File: src/design/dwpi_pkg.sv
// Package for the two-wheel PI speed controller.
// Holds request and register codes, register reset values and shared structs.
// No dependencies.
package dwpi_pkg;

    localparam int DATA_WIDTH_DEF = 16;
    localparam int FRAC_BITS_DEF  = 12;
    localparam int GAIN_WIDTH     = 16;
    localparam int TOL_WIDTH      = 15;
    localparam int DECAY_BITS     = 16;
    localparam int CFG_IDX_WIDTH  = 2;

    localparam logic [GAIN_WIDTH-1:0] P_GAIN_RST  = 16'd4096;
    localparam logic [GAIN_WIDTH-1:0] I_GAIN_RST  = 16'd410;
    localparam logic [DECAY_BITS-1:0] I_DECAY_RST = 16'd62259;
    localparam logic [TOL_WIDTH-1:0]  TOL_RST     = 15'd205;

    typedef enum logic [1:0] {
        REQ_SET  = 2'd0,
        REQ_TICK = 2'd1,
        REQ_STOP = 2'd2
    } req_t;

    typedef enum logic [CFG_IDX_WIDTH-1:0] {
        CFG_P_GAIN  = 2'd0,
        CFG_I_GAIN  = 2'd1,
        CFG_I_DECAY = 2'd2,
        CFG_TOL     = 2'd3
    } cfg_idx_t;

    typedef struct packed {
        logic [GAIN_WIDTH-1:0] p_gain;
        logic [GAIN_WIDTH-1:0] i_gain;
        logic [DECAY_BITS-1:0] i_decay;
        logic [TOL_WIDTH-1:0]  change_tolerance;
    } cfg_t;

    typedef struct packed {
        logic set;
        logic tick;
        logic stop;
    } op_t;

endpackage

File: src/design/dwpi_wheel.sv
// One wheel of the PI speed controller: target and integral state, drive
// and integrator update. Depends on dwpi_pkg.
module dwpi_wheel #(
    parameter int DATA_WIDTH = dwpi_pkg::DATA_WIDTH_DEF,
    parameter int FRAC_BITS  = dwpi_pkg::FRAC_BITS_DEF
) (
    input  logic                         aclk,
    input  logic                         aresetn,
    input  dwpi_pkg::op_t                op,
    input  dwpi_pkg::cfg_t               cfg,
    input  logic signed [DATA_WIDTH-1:0] target,
    input  logic signed [DATA_WIDTH-1:0] measured,
    output logic signed [DATA_WIDTH-1:0] drive
);

    localparam int ERR_W  = DATA_WIDTH + 1;
    localparam int PROD_W = ERR_W + dwpi_pkg::GAIN_WIDTH + 1;
    localparam int LEAK_W = DATA_WIDTH + dwpi_pkg::DECAY_BITS + 1;
    localparam int SUM_W  = PROD_W + 1;
    localparam int CMP_W  = (ERR_W > dwpi_pkg::TOL_WIDTH) ? ERR_W : dwpi_pkg::TOL_WIDTH;

    logic signed [DATA_WIDTH-1:0] target_reg, target_next;
    logic signed [DATA_WIDTH-1:0] integ_reg, integ_next;

    logic signed [ERR_W-1:0]             diff;
    logic        [ERR_W-1:0]             abs_diff;
    logic                                clr;
    logic signed [DATA_WIDTH-1:0]        tgt_use;
    logic signed [DATA_WIDTH-1:0]        integ_use;
    logic signed [ERR_W-1:0]             err;
    logic        [dwpi_pkg::GAIN_WIDTH-1:0] gain;
    logic signed [PROD_W-1:0]            prod;
    logic signed [PROD_W-1:0]            scaled;
    logic signed [LEAK_W-1:0]            leak_prod;
    logic signed [LEAK_W-1:0]            leak;
    logic signed [SUM_W-1:0]             sum_drive;
    logic signed [SUM_W-1:0]             sum_tick;

    function automatic logic signed [DATA_WIDTH-1:0] sat(input logic signed [SUM_W-1:0] v);
        logic ovf;
        ovf = (v[SUM_W-1:DATA_WIDTH-1] != {(SUM_W-DATA_WIDTH+1){v[SUM_W-1]}});
        if (ovf)
            return {v[SUM_W-1], {(DATA_WIDTH-1){~v[SUM_W-1]}}};
        return v[DATA_WIDTH-1:0];
    endfunction

    always_comb begin
        diff      = {target[DATA_WIDTH-1], target} - {target_reg[DATA_WIDTH-1], target_reg};
        abs_diff  = diff[ERR_W-1] ? (~diff + ERR_W'(1)) : diff;
        clr       = CMP_W'(abs_diff) > CMP_W'(cfg.change_tolerance);
        tgt_use   = op.set ? target : target_reg;
        integ_use = (op.set && clr) ? '0 : integ_reg;
        err       = {tgt_use[DATA_WIDTH-1], tgt_use} - {measured[DATA_WIDTH-1], measured};
        gain      = op.set ? cfg.p_gain : cfg.i_gain;
        prod      = PROD_W'(err) * PROD_W'($signed({1'b0, gain}));
        scaled    = prod >>> FRAC_BITS;
        leak_prod = LEAK_W'(integ_reg) * LEAK_W'($signed({1'b0, cfg.i_decay}));
        leak      = leak_prod >>> dwpi_pkg::DECAY_BITS;
        sum_drive = SUM_W'(scaled) + SUM_W'(integ_use);
        sum_tick  = SUM_W'(scaled) + SUM_W'(leak);
        drive     = sat(sum_drive);
    end

    always_comb begin
        target_next = target_reg;
        integ_next  = integ_reg;
        if (op.stop) begin
            target_next = '0;
            integ_next  = '0;
        end else if (op.set) begin
            target_next = target;
            integ_next  = integ_use;
        end else if (op.tick) begin
            integ_next  = sat(sum_tick);
        end
    end

    always_ff @(posedge aclk) begin
        if (!aresetn) begin
            target_reg <= '0;
            integ_reg  <= '0;
        end else begin
            target_reg <= target_next;
            integ_reg  <= integ_next;
        end
    end

endmodule

File: config.mk
export PLATFORM = sky130hd
export DESIGN_NAME = dwpi_wheel
export DESIGN_NICKNAME = d
export VERILOG_FILES = /design/src/design/dwpi_pkg.sv /design/src/design/dwpi_wheel.sv
export SDC_FILE = /design/constraint.sdc
export NUM_CORES = 2
export LEC_CHECK = 0
export ABC_AREA = 1
export BUFFER_PORTS_ARGS = -buffer_cell sky130_fd_sc_hd__clkbuf_2
export CAP_MARGIN = 20
export CORE_MARGIN = 1
export CORE_UTILIZATION = 35
export CTS_CLUSTER_SIZE = 28
export DETAILED_ROUTE_END_ITERATION = 8
export PLACE_DENSITY = 0.47
export SYNTH_ARGS = -nofsm -noshare
export SYNTH_HDL_FRONTEND = slang
export SYNTH_SLANG_ARGS = --single-unit
File: constraint.sdc
create_clock -name aclk -period 17.1 [get_ports aclk]
set_clock_uncertainty 0.15 [all_clocks]
set_input_delay 2.565 -clock aclk [delete_from_list [all_inputs] [get_ports aclk]]
set_output_delay 2.565 -clock aclk [all_outputs]
set_load 0.005 [all_outputs]
### Yosys cells after proc, flatten, opt, wreduce, memory -nomap -nowiden

Cells that the tools add are included.

| cells by class | value |
|---|---|
| add/subtract/negate cells | 5 |
| multiply operators | 2 |
| $lt $le $gt $ge | 1 |
| equal/unequal tests | 2 |
| mux-type cells | 15 |
| bitwise logic cells | 4 |
| reductions and logical operators | 3 |

Operators by type and width:

| cell | count |
|---|---|
| 2-to-1 mux 16 bit | 9 |
| != test 19 bit | 2 |
| multiplier 17 x 17 -> 34 bit | 1 |
| subtractor 16 x 16 -> 17 bit | 2 |
| multiplier 16 x 17 -> 33 bit | 1 |
| adder 22 x 16 -> 23 bit | 1 |
| adder 22 x 17 -> 23 bit | 1 |
| adder 17 x 2 -> 17 bit (second input constant) | 1 |
| greater-than comparator 17 x 15 -> 1 bit | 1 |
| 2-to-1 mux 17 bit | 1 |
| inverter 17 bit | 1 |
| 2-to-1 mux 1 bit | 5 |
| inverter 1 bit | 3 |
| nonzero test 2 bit | 1 |
| OR reduction 2 bit | 1 |
| logical AND 1 bit | 1 |

| storage, ports and cells | value |
|---|---|
| bits in registers | 32 |

### Depth between registers and ports, before layout

| depth | value |
|---|---|
| depth in word-level cells | 12 |
| mapped depth | 64 |
| depth with buffers taken out | 61 |

### Worst setup path after synthesis

Ideal clock, no wire load.

| path | value |
|---|---|
| path type | input to output |
| start point | in op[2] (netlist name) |
| end point | out drive[10] |
| arrival | 12.108 ns |
| slack | 2.277 ns |
| cell stages on the path | 53 |
| path buffers | 4 |
| cells stage by stage | clkbuf_1 > buf_2 > clkbuf_1 > o21ai_0 > ha_1 > fa_1 > nand3b_1 > nand2_1 > a21oi_1 > o21ai_1 > nand2_1 > nand2_1 > a21oi_1 > o21ai_1 > nand2_1 > o21ai_1 > xor2_1 > nand2_1 > (+17 left out) > nand2_1 > a21oi_1 > xor2_1 > inv_1 > ha_1 > inv_1 > nor4_2 > nand3_1 > nand3_1 > nand2_1 > nand2_2 > inv_2 > xor2_1 > nor2_2 > nand2_1 > nand2_2 > buf_6 > nand2_1 |

| between the ends | value |
|---|---|
| cells in the longest elaborated chain, start to end | 7 |

RTL lines:

| what | RTL line | RTL |
|---|---|---|
| start, declared | dwpi_wheel.sv:9 | `input dwpi_pkg::op_t op,` |
| 2-to-1 mux 16 bit | n/a |  |
| subtractor 16 x 16 -> 17 bit | dwpi_wheel.sv:53 | `err = {tgt_use[DATA_WIDTH-1], tgt_use} - {measured[DATA_WIDTH-1], measured};` |
| multiplier 17 x 17 -> 34 bit | dwpi_wheel.sv:55 | `prod = PROD_W'(err) * PROD_W'($signed({1'b0, gain}));` |
| adder 22 x 16 -> 23 bit (*) | dwpi_wheel.sv:59 | `sum_drive = SUM_W'(scaled) + SUM_W'(integ_use);` |
| != test 19 bit / inverter 1 bit (equally long branches) | dwpi_wheel.sv:41, dwpi_wheel.sv:43 |  |
| 2-to-1 mux 1 bit / 2-to-1 mux 16 bit (equally long branches) | dwpi_wheel.sv:42 | `if (ovf)` |
| 2-to-1 mux 16 bit (*) | dwpi_wheel.sv:44 | `return v[DATA_WIDTH-1:0];` |
| end, declared | dwpi_wheel.sv:13 | `output logic signed [DATA_WIDTH-1:0] drive` |

Mark *: on every way between the ends. The rest lies on a longest branch, timed or not. The select of a mux whose other input is x is not followed.

### Worst setup path after layout

| path | value |
|---|---|
| start point | in op[2] (netlist name) |
| end point | out drive[8] |

| between the ends | value |
|---|---|
| cells in the longest elaborated chain, start to end | 7 |

RTL lines:

| what | RTL line | RTL |
|---|---|---|
| 2-to-1 mux 16 bit (*) | n/a |  |
| via tgt_use[3] | dwpi_wheel.sv:28 | `logic signed [DATA_WIDTH-1:0] tgt_use;` |
| subtractor 16 x 16 -> 17 bit (*) | dwpi_wheel.sv:53 |  |
| multiplier 17 x 17 -> 34 bit (*) | dwpi_wheel.sv:55 |  |
| adder 22 x 16 -> 23 bit (*) | dwpi_wheel.sv:59 |  |
| != test 19 bit / inverter 1 bit (equally long branches) | dwpi_wheel.sv:41, dwpi_wheel.sv:43 |  |
| 2-to-1 mux 1 bit / 2-to-1 mux 16 bit (equally long branches) | dwpi_wheel.sv:42 |  |
| 2-to-1 mux 16 bit (*) | dwpi_wheel.sv:44 |  |

Mark *: on every way through the listed nets, which the timed path passes. The rest lies on a longest branch. The select of a mux whose other input is x is not followed.

==> results_dict.tcl <==
set metrics [dict create \
    status "finished clean" \
    post_layout_nonfiller_instances 4662 \
    hold_viol 0 \
    use_met1_pct 29.7 \
    clk_path_buf_depth 2 \
    core_sq_mm 0.0736 \
    start_kind "primary input" \
    routed_via_density 4.75 \
    critPathBufInv 9 \
    crit_required_ps 14390 \
    nNetsFinal 4568 \
    crit-reg2reg-launch "target_reg[0]" \
    yosysMostFrequentCell "inv_1" \
    drc 0 \
    die_w_um 276 \
    cts-root-buf "clkbuf_16" \
    num_vias 22100 \
    area_delta_synth_final_pct 6.61 \
    start_util_pct 35.6 \
    drive_gt1_share_pct 6.62 \
    overflow 0 \
    worstHoldStart "target_reg[7]" \
    synth_top_area_share_pct 35.8 \
    stdcell_area_sq_mm 0.0279 \
    period_minus_slack_ps 16180 \
    synth_seq_cells 32 \
    ioPinCount 116 \
    cts_inserted_buffers 5 \
    cts_tree "built" \
    crit_path_max_incr_delay_ps 860 \
    synthTopCellsByCount "inv_1 (895), nand2_1 (867), fa_1 (468)" \
    place_area_sq_mm 0.0278 \
    grtUsageMet2_pct 35.2 \
    r2r_cells 42 \
    yosysSeqAreaShare_pct 2.44 \
    yosysTopAreaCell "fa_1" \
    maxSlewViolCount 0 \
    place.gp.congestion 0.901 \
    synth_edf_count 0 \
    relSlewSlack_pct 33.7 \
    cp_top_family "adder cells" \
    first_pass_iters 5 \
    yosys_warnings 0 \
    ys.flop_type "dfxtp_1" \
    hold_path.class "flop to flop" \
    routed_wl_um 75800 \
    grt_usage_pct 20.9 \
    die_area_sq_mm 0.0760 \
    ys_types 56 \
    fin_crit_sh_pct 94.6 \
    clkSinkCount 32 \
    fin_hold_ws_ps 332 \
    synthTopCellsByArea "fa_1 (36%), ha_1 (14%), inv_1 (13%)" \
    setup_viol 0 \
    cp_slowest_cell "fa_2" \
    grt-busiest-layer "met2" \
    diodes 0 \
    tns_ps 0 \
    r2r_setup_slack_ps 5710 \
    cts_hold_buf 0 \
    ant_nets 0 \
    htree_levels 2 \
    tightestPinTransition_ps 991 \
    critPathArrivalTime_ps 13460 \
    critPathMostFrequentCell "nand2_1" \
    rr_endpoint "integ_reg[2]" \
    grt_pass1_vias 22900 \
    grt_max_degree 38 \
    worstPathMaxFanout 16 \
    fmaxAchievable_mhz 61.8 \
    min_path_cells 2 \
    cp-end-kind "primary output" \
    holdPathEnd "target_reg[7]" \
    grt_first_pass_wirelength_um 124000 \
    wl_per_cell_um 16.3 \
    syn_area_per_cell_sq_um 7.18 \
    clk_pin_slew_worst_paths_ps 50 \
    die_h_um 276 \
    crit_type "primary input to primary output" \
    synth-async-reset-ratio_pct 0 \
    post-place-cells 4654 \
    rsz0062_at_grt "no" \
    drt_iter0_drc 1209 \
    fp-row-count 99 \
    insertion_delay_ps 290 \
    synth_fp_nets 4517 \
    use_met3_pct 1.40 \
    syn_inst 3652 \
    antenna_found_initial 1 \
    post-dp-hpwl_um 66200 \
    max_cap_violations 0 \
    syn_area_sq_mm 0.0262 \
    port_buffers 115 \
]
## worst min-delay path, delay by kind of cell, from the launching register on
family,cells,cell delay (ps)
DFF,1,300
AOI/OAI and AO/OA,1,50
and+or+nand+nor,1,80
## placed cells by master (no fill, tap or decap), drive strengths merged, types with 5 or more instances in the layout
cell type	netlist	layout
fa	468	468
clkinv	8	8
nor3	23	23
a21oi	187	187
o21a	6	6
clkbuf	85	122
nand3	97	97
a21o	11	11
dfxtp	32	32
o21ai	105	105
buf	12	26
xor2	73	73
and2	5	5
nor2	293	293
nand3b	6	6
nand2	881	881
inv	899	899
nor4	6	6
or2	52	52
ha	297	297
xnor2	42	42
nand4	37	37
## worst max path at each step
stage,start,end,slack (ps),depth (start not counted)
floorplan,op[2],drive[10],2280,53
global placement,op[2],drive[7],880,48
detailed placement,op[2],drive[8],600,49
CTS,op[2],drive[8],570,48
global route,op[2],drive[13],4,53
finish,op[2],drive[8],920,49
## per-layer routing
| metal | wire length, um | vias to the layer above |
|---|---|---|
| met3 | 3060 | 50 |
| met4 | 1070 | 0 |
| li1 | - | 11000 |
| met5 | 0 | - |
| met1 | 36500 | 10700 |
| met2 | 35100 | 401 |
## area by class of cell
type,instances,area (sq um)
fillers,8050,45600
multi-input cells,2616,21800
inverters,907,3410
well taps,959,1200
repair buffers,141,771
flip-flops and latches,32,641
clock buffers,7,153
## what timing repair did
action	4_1_cts	5_1_grt
resized for setup	0	4
endpoints found under the hold margin	0	0
setup endpoints to repair	0	15
setup buffers	0	0
## metrics by stage
step                      worst slack (ps)  utilization, %
after floorplan                       2280               -
after global placement                 878            37.7
after detailed placement               604            37.7
after CTS                              568            37.9
after global routing                  3.76            38.0
final                                  924            38.0
## cell families (layout without fill, tap and decap cells)
logic type                 after synthesis  after routing  synth area share, %
muxes                                    1              1               0.0382
AOI/OAI and AO/OA                      334            334                 6.91
and+or+nand+nor                       1401           1401                 22.3
xor gates and xnor gates               115            115                 3.84
DFF                                     32             32                 2.44
adders and majority gates              765            765                 49.9
buffers and inverters                 1004           1055                 14.6
Power is left out: the tool's default activity adds up to more than one toggle a clock period on the data nets, which glitch-free logic cannot reach.
