`config.mk`:
```
export PLATFORM = sky130hd
export DESIGN_NAME = dwpi_cfg
export DESIGN_NICKNAME = d
export VERILOG_FILES = /design/src/design/dwpi_pkg.sv /design/src/design/dwpi_cfg.sv
export SDC_FILE = /design/constraint.sdc
export NUM_CORES = 1
export LEC_CHECK = 0
export BUFFER_PORTS_ARGS = -buffer_cell sky130_fd_sc_hd__buf_2
export CAP_MARGIN = 0
export CORE_UTILIZATION = 53
export CTS_CLUSTER_DIAMETER = 30
export DETAILED_ROUTE_END_ITERATION = 10
export PLACE_DENSITY = 0.84
export SYNTH_ARGS = -nofsm -noshare
export SYNTH_HDL_FRONTEND = slang
export SYNTH_SLANG_ARGS = --single-unit
```
`constraint.sdc`:
```
create_clock -name aclk -period 1.4 [get_ports aclk]
set_clock_uncertainty 0.1 [all_clocks]
set_input_delay 0.14 -clock aclk [delete_from_list [all_inputs] [get_ports aclk]]
set_output_delay 0.14 -clock aclk [all_outputs]
set_load 0.02 [all_outputs]
```
`src/design/dwpi_pkg.sv`:
```
// Package for the two-wheel PI speed controller.
// Holds request and register codes, register reset values and shared structs.
// No dependencies.
package dwpi_pkg;

    localparam int DATA_WIDTH_DEF = 16;
    localparam int FRAC_BITS_DEF  = 12;
    localparam int GAIN_WIDTH     = 16;
    localparam int TOL_WIDTH      = 15;
    localparam int DECAY_BITS     = 16;
    localparam int CFG_IDX_WIDTH  = 2;

    localparam logic [GAIN_WIDTH-1:0] P_GAIN_RST  = 16'd4096;
    localparam logic [GAIN_WIDTH-1:0] I_GAIN_RST  = 16'd410;
    localparam logic [DECAY_BITS-1:0] I_DECAY_RST = 16'd62259;
    localparam logic [TOL_WIDTH-1:0]  TOL_RST     = 15'd205;

    typedef enum logic [1:0] {
        REQ_SET  = 2'd0,
        REQ_TICK = 2'd1,
        REQ_STOP = 2'd2
    } req_t;

    typedef enum logic [CFG_IDX_WIDTH-1:0] {
        CFG_P_GAIN  = 2'd0,
        CFG_I_GAIN  = 2'd1,
        CFG_I_DECAY = 2'd2,
        CFG_TOL     = 2'd3
    } cfg_idx_t;

    typedef struct packed {
        logic [GAIN_WIDTH-1:0] p_gain;
        logic [GAIN_WIDTH-1:0] i_gain;
        logic [DECAY_BITS-1:0] i_decay;
        logic [TOL_WIDTH-1:0]  change_tolerance;
    } cfg_t;

    typedef struct packed {
        logic set;
        logic tick;
        logic stop;
    } op_t;

endpackage

```
`src/design/dwpi_cfg.sv`:
```
// Configuration register bank for the PI speed controller.
// Depends on dwpi_pkg.
module dwpi_cfg (
    input  logic                               aclk,
    input  logic                               aresetn,
    input  logic                               cfg_wr_en,
    input  logic [dwpi_pkg::CFG_IDX_WIDTH-1:0] cfg_index,
    input  logic [dwpi_pkg::GAIN_WIDTH-1:0]    cfg_wr_data,
    output dwpi_pkg::cfg_t                     cfg
);

    dwpi_pkg::cfg_t cfg_reg, cfg_next;

    always_comb begin
        cfg_next = cfg_reg;
        if (cfg_wr_en) begin
            case (dwpi_pkg::cfg_idx_t'(cfg_index))
                dwpi_pkg::CFG_P_GAIN:  cfg_next.p_gain  = cfg_wr_data;
                dwpi_pkg::CFG_I_GAIN:  cfg_next.i_gain  = cfg_wr_data;
                dwpi_pkg::CFG_I_DECAY: cfg_next.i_decay = cfg_wr_data;
                dwpi_pkg::CFG_TOL:
                    cfg_next.change_tolerance = cfg_wr_data[dwpi_pkg::TOL_WIDTH-1:0];
                default: cfg_next = cfg_reg;
            endcase
        end
    end

    always_ff @(posedge aclk) begin
        if (!aresetn) begin
            cfg_reg.p_gain           <= dwpi_pkg::P_GAIN_RST;
            cfg_reg.i_gain           <= dwpi_pkg::I_GAIN_RST;
            cfg_reg.i_decay          <= dwpi_pkg::I_DECAY_RST;
            cfg_reg.change_tolerance <= dwpi_pkg::TOL_RST;
        end else begin
            cfg_reg <= cfg_next;
        end
    end

    assign cfg = cfg_reg;

endmodule

```
After elaboration in Yosys (flattened, before gate mapping)
Index checks and enable logic that the tools add are counted.

storage, ports and cells
  bits in registers = 63
  input bits = 21
  output and inout bits = 63
  word-level logic and storage cells = 12

cells by class
  equality and inequality tests = 3
  reduce and logical (&&, ||, !) cells = 5

operator list
  operator                                                                count
  2-bit AND reduction                                                     4
  2-bit equality test (second input constant)                             2
  2-bit by 1-bit equality test with 1-bit output (second input constant)  1
  2-bit logical NOT                                                       1

Logic depth before layout (Yosys ltp)
Gate-level depths: netlist of run 1.

  depth in word-level cells = 2
  depth in mapped cells = 4

Least setup slack after synthesis of run 1
No wires, ideal clock.

  path type = input port to flip-flop
  from = input port cfg_index[1] in the netlist's numbering
  to = register cfg_reg, in the netlist cfg[59]
  setup time = 0.121 ns
  arrival time = 0.769 ns
  required time = 1.179 ns
  setup slack = 0.409 ns
  stages = 3
  buffers on the path = 1
  cells stage by stage = or3b_1 > buf_6 > mux2i_1

between the ends
  longest elaborated chain between the ends = 2

RTL lines
  element                        line            text
  from (decl)                    dwpi_cfg.sv:7   input logic [dwpi_pkg::CFG_IDX_WIDTH-1:0] cfg_index,
  2-bit logical NOT              dwpi_cfg.sv:17  case (dwpi_pkg::cfg_idx_t'(cfg_index))
  2-bit AND reduction (no line)  n/a
  to (signal assigned)           dwpi_cfg.sv:35  cfg_reg <= cfg_next;
  to (decl)                      dwpi_cfg.sv:12  dwpi_pkg::cfg_t cfg_reg, cfg_next;

No other way between the ends.
A chain may end at the register's enable or synchronous reset.

Final worst setup path of run 1
  from = register cfg_reg, in the netlist cfg[54]
  to = output port cfg[54] in the netlist's numbering

RTL lines
  element    line           text
  to (decl)  dwpi_cfg.sv:9  output dwpi_pkg::cfg_t cfg

No word-level cell between the ends.

==> results.ini, run 1 <==
[synth]
postSynthCellCount=245
async_flop_share=0
yosys_warnings=0
synth.avg_cell_area_um2=10.05
synth-main-ff-cell=dfxtp_1
yosysUniqueCellTypes=18
ys_ff_latch=63
synth-edff-count=0
syn_nets=266
yosysSeqAreaShare=0.5125
synthesis.area_um2=2461

[sta]
setup_slack_ns=0.3200
final-hold-violation-count=0
max_freq_mhz=925.9
relSlewSlack=0.7098
holdWs_ns=0.006238
fin_setup_tns_ns=0
worst_pin_slew_ns=0.4353
period_minus_slack_ns=1.080
final-setup-viol-count=0
drv_slew=0
fin_crit_sh=0.7714
rsz0062_at_grt=false

[worst_hold_path]
holdCritPathClass=input port to flop
hold_depth=3
hold_path_startpoint=cfg_wr_data[12]
min_to=cfg[12]$_SDFFE_PN0P_

[worst_setup_path]
crit_type=flop to output pin
reg2reg_depth=2
path_buf_inv=1
cp.required_ns=1.16
critPathTopFamily=flip-flops
reg2reg_to=cfg[2]$_SDFFE_PN1P_
cp-start-kind=flop
max_stage_delay_ns=0.35
slowest_stage=dfxtp_1
r2r-start=cfg[2]$_SDFFE_PN1P_
crit_chain=buf_2
cp.arrival_ns=0.84
critPathMaxFanout=2
cp-end-kind=output pin
r2r_slack_ns=0.66

[cts]
cts-buffers-inserted=9
h-tree-depth=3
cts_resized=0
clock-sinks=63
root_buffer=clkbuf_8
tritoncts=yes
cts_buffer_depth=2
postCtsSetupRepairBufs=0
clkTransAtPathRegs_ns=0.06
postCtsHoldBufs=0
clk_latency_ns=0.31

[floorplanning]
dieArea_um2=4920
ios=84
coreArea_um2=4414
die_y_um=70.15
die_w_um=70.15
initial_core_util=0.5575
num_rows=24

[global_route]
grt_max_degree=60
use_met1=0.3025
grt_overflow=0
grt.busiest_layer=met2
grt_util_met2=0.3600
grt_pass1_wl_um=8859
grt_pass1_vias=1909
grt_use_total=0.2313
gr-usage-met3=0.05916
grt_antenna_before_repair=0

[cells_and_area]
utilization=0.7055
mostFrequentLayoutCell=buf_2
fillCellCount=354
mostFrequentLayoutCells=83 x buf_2, 63 x dfxtp_1, 58 x nand2_1
largest_register_ffs=63
antennaDiodeCount=0
final_nets=350
final_layout_size_suffix_gt1_frac=0.3133
instances_no_fill=384
finalInstanceArea_um2=3114
area_growth_pct=26.54

[placement]
pre_cts_ws_ns=0.05350
dpl.hpwl_um=3833
port_buffers=83
place_area_um2=2932
post-place-cells=370
place_congestion=0.7956

[detailed_routing]
dr.pass1.iters=4
vias_per_cell=5.065
vias=1945
drt_iter0_drc=114
routed_wl_um=5415
antenna_left=0
wl_per_cell_um=14.10
drc=0

[pwr]
p_per_area_nw_per_um2=1200
internal-power_mw=2.842
p_leak_nw=1.575
p_comb_frac=0.113
clkPwrFrac=0.380
seqPwrFrac=0.507
ir_worst_vdd_v=0.0007420
p_switching_uw=894.1
p_sw_frac=0.2393
power_mw=3.736

[outcome]
run_status=finished clean

[job]
cap_violations=0

[tightest hold or removal path, stage by stage]
cell and delay [ns]:
buf_2 0.11, nand2_1 0.07, mux2i_1 0.06
[worst max path at each step]
stage	startpoint	to	slack, ns	cells past startpoint
6_report	cfg[54]$_SDFFE_PN0P_	cfg[54]	0.32	1
5_1_grt	cfg[61]$_SDFFE_PN0P_	cfg[61]	0.27	1
4_1_cts	cfg[61]$_SDFFE_PN0P_	cfg[61]	0.30	1
3_5_place_dp	cfg_index[1]	cfg[57]$_SDFFE_PN0P_	0.05	3
3_3_place_gp	cfg_index[1]	cfg[59]$_SDFFE_PN1P_	0.08	3
2_1_floorplan	cfg_index[1]	cfg[59]$_SDFFE_PN1P_	0.41	3
[power by group through the flow]
stage               combinational [mW]  sequential [mW]  clock (mW)
CTS                              0.423             1.89        1.44
floorplan                        0.186             2.01           0
finish                           0.421             1.89        1.42
global route                     0.456             1.90        1.52
global placement                 0.413             1.93           0
detailed placement               0.422             1.93           0
[cells in the mapped netlist, types with 5 or more instances]
library cell | n | area [um2]
mux2i_1 | 56 | 560.5
dfxtp_1 | 63 | 1261
nand2_1 | 58 | 217.7
nand4b_1 | 5 | 43.79
o211ai_1 | 7 | 52.55
clkbuf_1 | 5 | 18.77
inv_1 | 7 | 26.28
nor2b_1 | 21 | 131.4
buf_2 | 10 | 50.05
[kinds of logic after synthesis]
logic type	count (synthesis)	share of synthesized area
buffers and inverters	25	0.04932
DFF	63	0.5125
and+or+nand+nor	94	0.1891
AOI/OAI and AO/OA	7	0.02135
muxes	56	0.2278
[final cells by class]
class	instances	area [um2]	area share
flip-flops and latches	63	1261	0.4050
multi-input cells	157	1079	0.3463
repair buffers	91	500.5	0.1607
clock buffers	14	182.7	0.05866
well taps	52	65.06	0.02089
inverters	7	26.28	0.008437
[metal layers]
metal  wire length (um)  share of wire  vias to the layer above
met4                 91          0.017                        0
met1               2552           0.47                      899
met2               2493           0.46                       58
met5                  0              0                        -
met3                278          0.051                        9
li1                   -              -                      979
No activity file was read; power rests on OpenSTA's default activity.
==> run 2: changes to the inputs <==
ABC_AREA = 1   (was default)
CORE_UTILIZATION = 45   (was 53)
PLACE_DENSITY = 0.75   (was 0.84)
clock period = 0.95 ns   (was 1.4 ns; I/O delays follow)
==> run 2 against run 1 <==
The run now ends with negative setup slack left. Largest cell class unchanged. Critical path depth did not move. Sequential cell count is the same. Wire length up 34%.
==> results.ini, run 2 <==
[outcome]
run_status=finished, violations left  ; was finished clean
violations=negative setup slack

[cts]
h-tree-depth=3  ; unchanged
clock-sinks=63  ; unchanged
cts-buffers-inserted=9  ; unchanged
tritoncts=yes  ; unchanged
clkTransAtPathRegs_ns=0.07  ; was 0.06 ns
cts_buffer_depth=2  ; unchanged
clk_latency_ns=0.31  ; about the same
root_buffer=clkbuf_8  ; unchanged

[global_route]
grt_pass1_wl_um=11920  ; was 8859 um
grt_max_degree=42  ; was 60
grt_overflow=0  ; unchanged
grt_pass1_vias=2534  ; was 1909
grt_antenna_before_repair=0  ; unchanged
grt_use_total=0.2560  ; was 0.2313

[synth]
synth.avg_cell_area_um2=6.849  ; was 10.05 um2
synth-main-ff-cell=dfxtp_1  ; unchanged
syn_nets=390  ; was 266
yosysSeqAreaShare=0.4990  ; was 0.5125
synthesis.area_um2=2527  ; was 2461 um2
yosys_warnings=0  ; unchanged
synth_most_common_cell=nand2_1  ; was dfxtp_1
yosysUniqueCellTypes=11  ; was 18
synth-edff-count=0  ; unchanged
ys_top_cells_by_count=102 x nand2_1, 71 x nor2_1, 63 x dfxtp_1  ; was 63 x dfxtp_1, 58 x nand2_1, 56 x mux2i_1
synth_top_area_share=0.4990  ; was 0.5125
postSynthCellCount=369  ; was 245
ys_top_cells_by_area=dfxtp_1 50%, nand2_1 15%, nor2_1 11%  ; was dfxtp_1 51%, mux2i_1 23%, nand2_1 8.8%
yosysTopAreaCell=dfxtp_1  ; unchanged
async_flop_share=0  ; unchanged
ys_ff_latch=63  ; unchanged

[pwr]
seqPwrFrac=0.461  ; was 0.507
p_leak_nw=2.039  ; was 1.575 nW
clkPwrFrac=0.360  ; was 0.380
p_comb_frac=0.178  ; was 0.113
p_per_area_nw_per_um2=1591  ; was 1200 nW/um2
p_switching_mw=1.697  ; was 894.1 uW
internal-power_mw=4.618  ; was 2.842 mW
p_sw_frac=0.2687  ; was 0.2393
ir_worst_vdd_v=0.001144  ; was 0.0007420 V

[placement]
place_congestion=0.8004  ; was 0.7956
port_buffers=83  ; unchanged
dpl.hpwl_um=4451  ; was 3833 um

[detailed_routing]
antenna_left=0  ; unchanged
vias=2620  ; was 1945
vias_per_cell=4.764  ; was 5.065
routed_wl_um=7254  ; was 5415 um
wl_per_cell_um=13.19  ; was 14.10 um
dr.pass1.iters=4  ; unchanged
drt_iter0_drc=160  ; was 114
drc=0  ; unchanged

[floorplanning]
initial_core_util=0.4796  ; was 0.5575
dieArea_um2=5921  ; was 4920 um2
die_y_um=76.95  ; was 70.15 um
num_rows=26  ; was 24
die_w_um=76.95  ; was 70.15 um
coreArea_um2=5270  ; was 4414 um2
ios=84  ; unchanged

[worst_setup_path]
r2r_slack_ns=0.10  ; was 0.66 ns
crit_chain=buf_6  ; was buf_2
cp.required_ns=0.75  ; was 1.16 ns
cp-end-kind=output pin  ; unchanged
crit_type=flop to output pin  ; unchanged
max_stage_delay_ns=0.35  ; about the same
r2r-start=cfg[48]$_SDFFE_PN0P_  ; was cfg[2]$_SDFFE_PN1P_
cp.arrival_ns=0.79  ; was 0.84 ns
path_buf_inv=1  ; unchanged
critPathMaxFanout=2  ; unchanged
slowest_stage=dfxtp_2  ; was dfxtp_1
reg2reg_depth=3  ; was 2
critPathTopFamily=flip-flops  ; unchanged
reg2reg_to=cfg[48]$_SDFFE_PN0P_  ; was cfg[2]$_SDFFE_PN1P_
cp-start-kind=flop  ; unchanged

[worst_hold_path]
hold_depth=3  ; unchanged
holdCritPathClass=input port to flop  ; unchanged
hold_path_startpoint=cfg_wr_data[9]  ; was cfg_wr_data[12]
min_to=cfg[40]$_SDFFE_PN0P_  ; was cfg[12]$_SDFFE_PN0P_

[cells_and_area]
final_layout_size_suffix_gt1_frac=0.3792  ; was 0.3133
final_nets=496  ; was 350
utilization=0.7531  ; was 0.7055
antennaDiodeCount=0  ; unchanged
mostFrequentLayoutCells=102 x nand2_1, 70 x nor2_1, 64 x buf_6  ; was 83 x buf_2, 63 x dfxtp_1, 58 x nand2_1
mostFrequentLayoutCell=nand2_1  ; was buf_2
fillCellCount=388  ; was 354
largest_register_ffs=63  ; unchanged
area_growth_pct=57.03  ; was 26.54%

[sta]
final-hold-violation-count=0  ; unchanged
rsz0062_at_grt=true  ; was false
period_minus_slack_ns=0.9895
worst_pin_slew_ns=0.3251  ; was 0.4353 ns
fin_crit_sh=1.042
drv_slew=0  ; unchanged
fin_setup_tns_ns=-1.218  ; was 0 ns
final-setup-viol-count=63  ; was 0
setup_slack_ns=-0.03951  ; was 0.3200 ns
max_freq_mhz=1011
relSlewSlack=0.7825  ; was 0.7098

[job]
cap_violations=0  ; unchanged

==> run 2: worst max path at each step <==
| stage | startpoint | endpoint | slack (ns) | cells after the start |
|---|---|---|---|---|
| 3_3_place_gp | cfg_wr_en | cfg[56]$_SDFFE_PN0P_ | -0.04 | 5 |
| 6_report | cfg[34]$_SDFFE_PN1P_ | cfg[34] | -0.04 | 1 |
| 5_1_grt | cfg[34]$_SDFFE_PN1P_ | cfg[34] | -0.07 | 1 |
| 3_5_place_dp | cfg_index[0] | cfg[18]$_SDFFE_PN0P_ | -0.07 | 6 |
| 2_1_floorplan | cfg_wr_en | cfg[31]$_SDFFE_PN0P_ | 0.001 | 5 |
| 4_1_cts | cfg[34]$_SDFFE_PN1P_ | cfg[34] | -0.05 | 1 |
==> run 2: metrics by stage <==
stage / hold WS (ns) / total power [mW] / instance area (um2) / instances / worst slack (ns)
2_1_floorplan: 0.1082 / 3.438 / 2534 / 369 / 0.001345
3_3_place_gp: 0.2624 / 3.767 / 3085 / 511 / -0.04063
3_5_place_dp: 0.2616 / 3.788 / 3085 / 511 / -0.07245
4_1_cts: 0.006416 / 6.316 / 3930 / 546 / -0.05374
5_1_grt: 0.03518 / 6.584 / 3969 / 550 / -0.06883
6_report: 0.01760 / 6.314 / 3969 / 550 / -0.03951
==> run 2: timing repair <==
action / CTS / global route
hold endpoints to repair: 38 / 0
gates resized for setup: 189 / 3
hold buffers: 15 / 0
pin swaps: 0 / 0
endpoints found under the setup margin: 63 / 65
setup buffers: 4 / 5
==> run 2: area by class of cell <==
class                   count  area [um2]  area share
clock inverters             3       42.54     0.01072
clock buffers              13       148.9     0.03752
multi-input cells         238       999.7      0.2519
flip-flops and latches     63        1340      0.3376
repair buffers            118        1181      0.2976
well taps                  70       87.58     0.02207
inverters                  45       168.9     0.04256
==> run 2: per-layer routing <==
layer,wire (um),track usage,up-vias
met1,3146,0.3088,1187
li1,-,-,1333
met2,3561,0.4348,89
met3,455,0.06190,11
met4,91,0.1019,0
met5,0,0,-
==> run 2: power groups by stage <==
stage | Clock, mW | Sequential (mW) | Combinational (mW)
after CTS | 2.31 | 2.91 | 1.10
after global placement | 0 | 2.91 | 0.860
after detailed placement | 0 | 2.91 | 0.878
final | 2.27 | 2.91 | 1.13
after global routing | 2.44 | 2.93 | 1.22
after floorplan | 0 | 3.08 | 0.362
==> run 2: logic make-up after synthesis <==
logic type | share of synthesized area
AO/OA/AOI/OAI | 0.02970
buffers and inverters | 0.1064
flip-flops | 0.4990
AND/OR/NAND/NOR | 0.3649
==> run 2: worst min-delay path, delay by kind of cell <==
family,cells,cell delay (ns)
simple gates,2,0.16
buf+inv,1,0.15
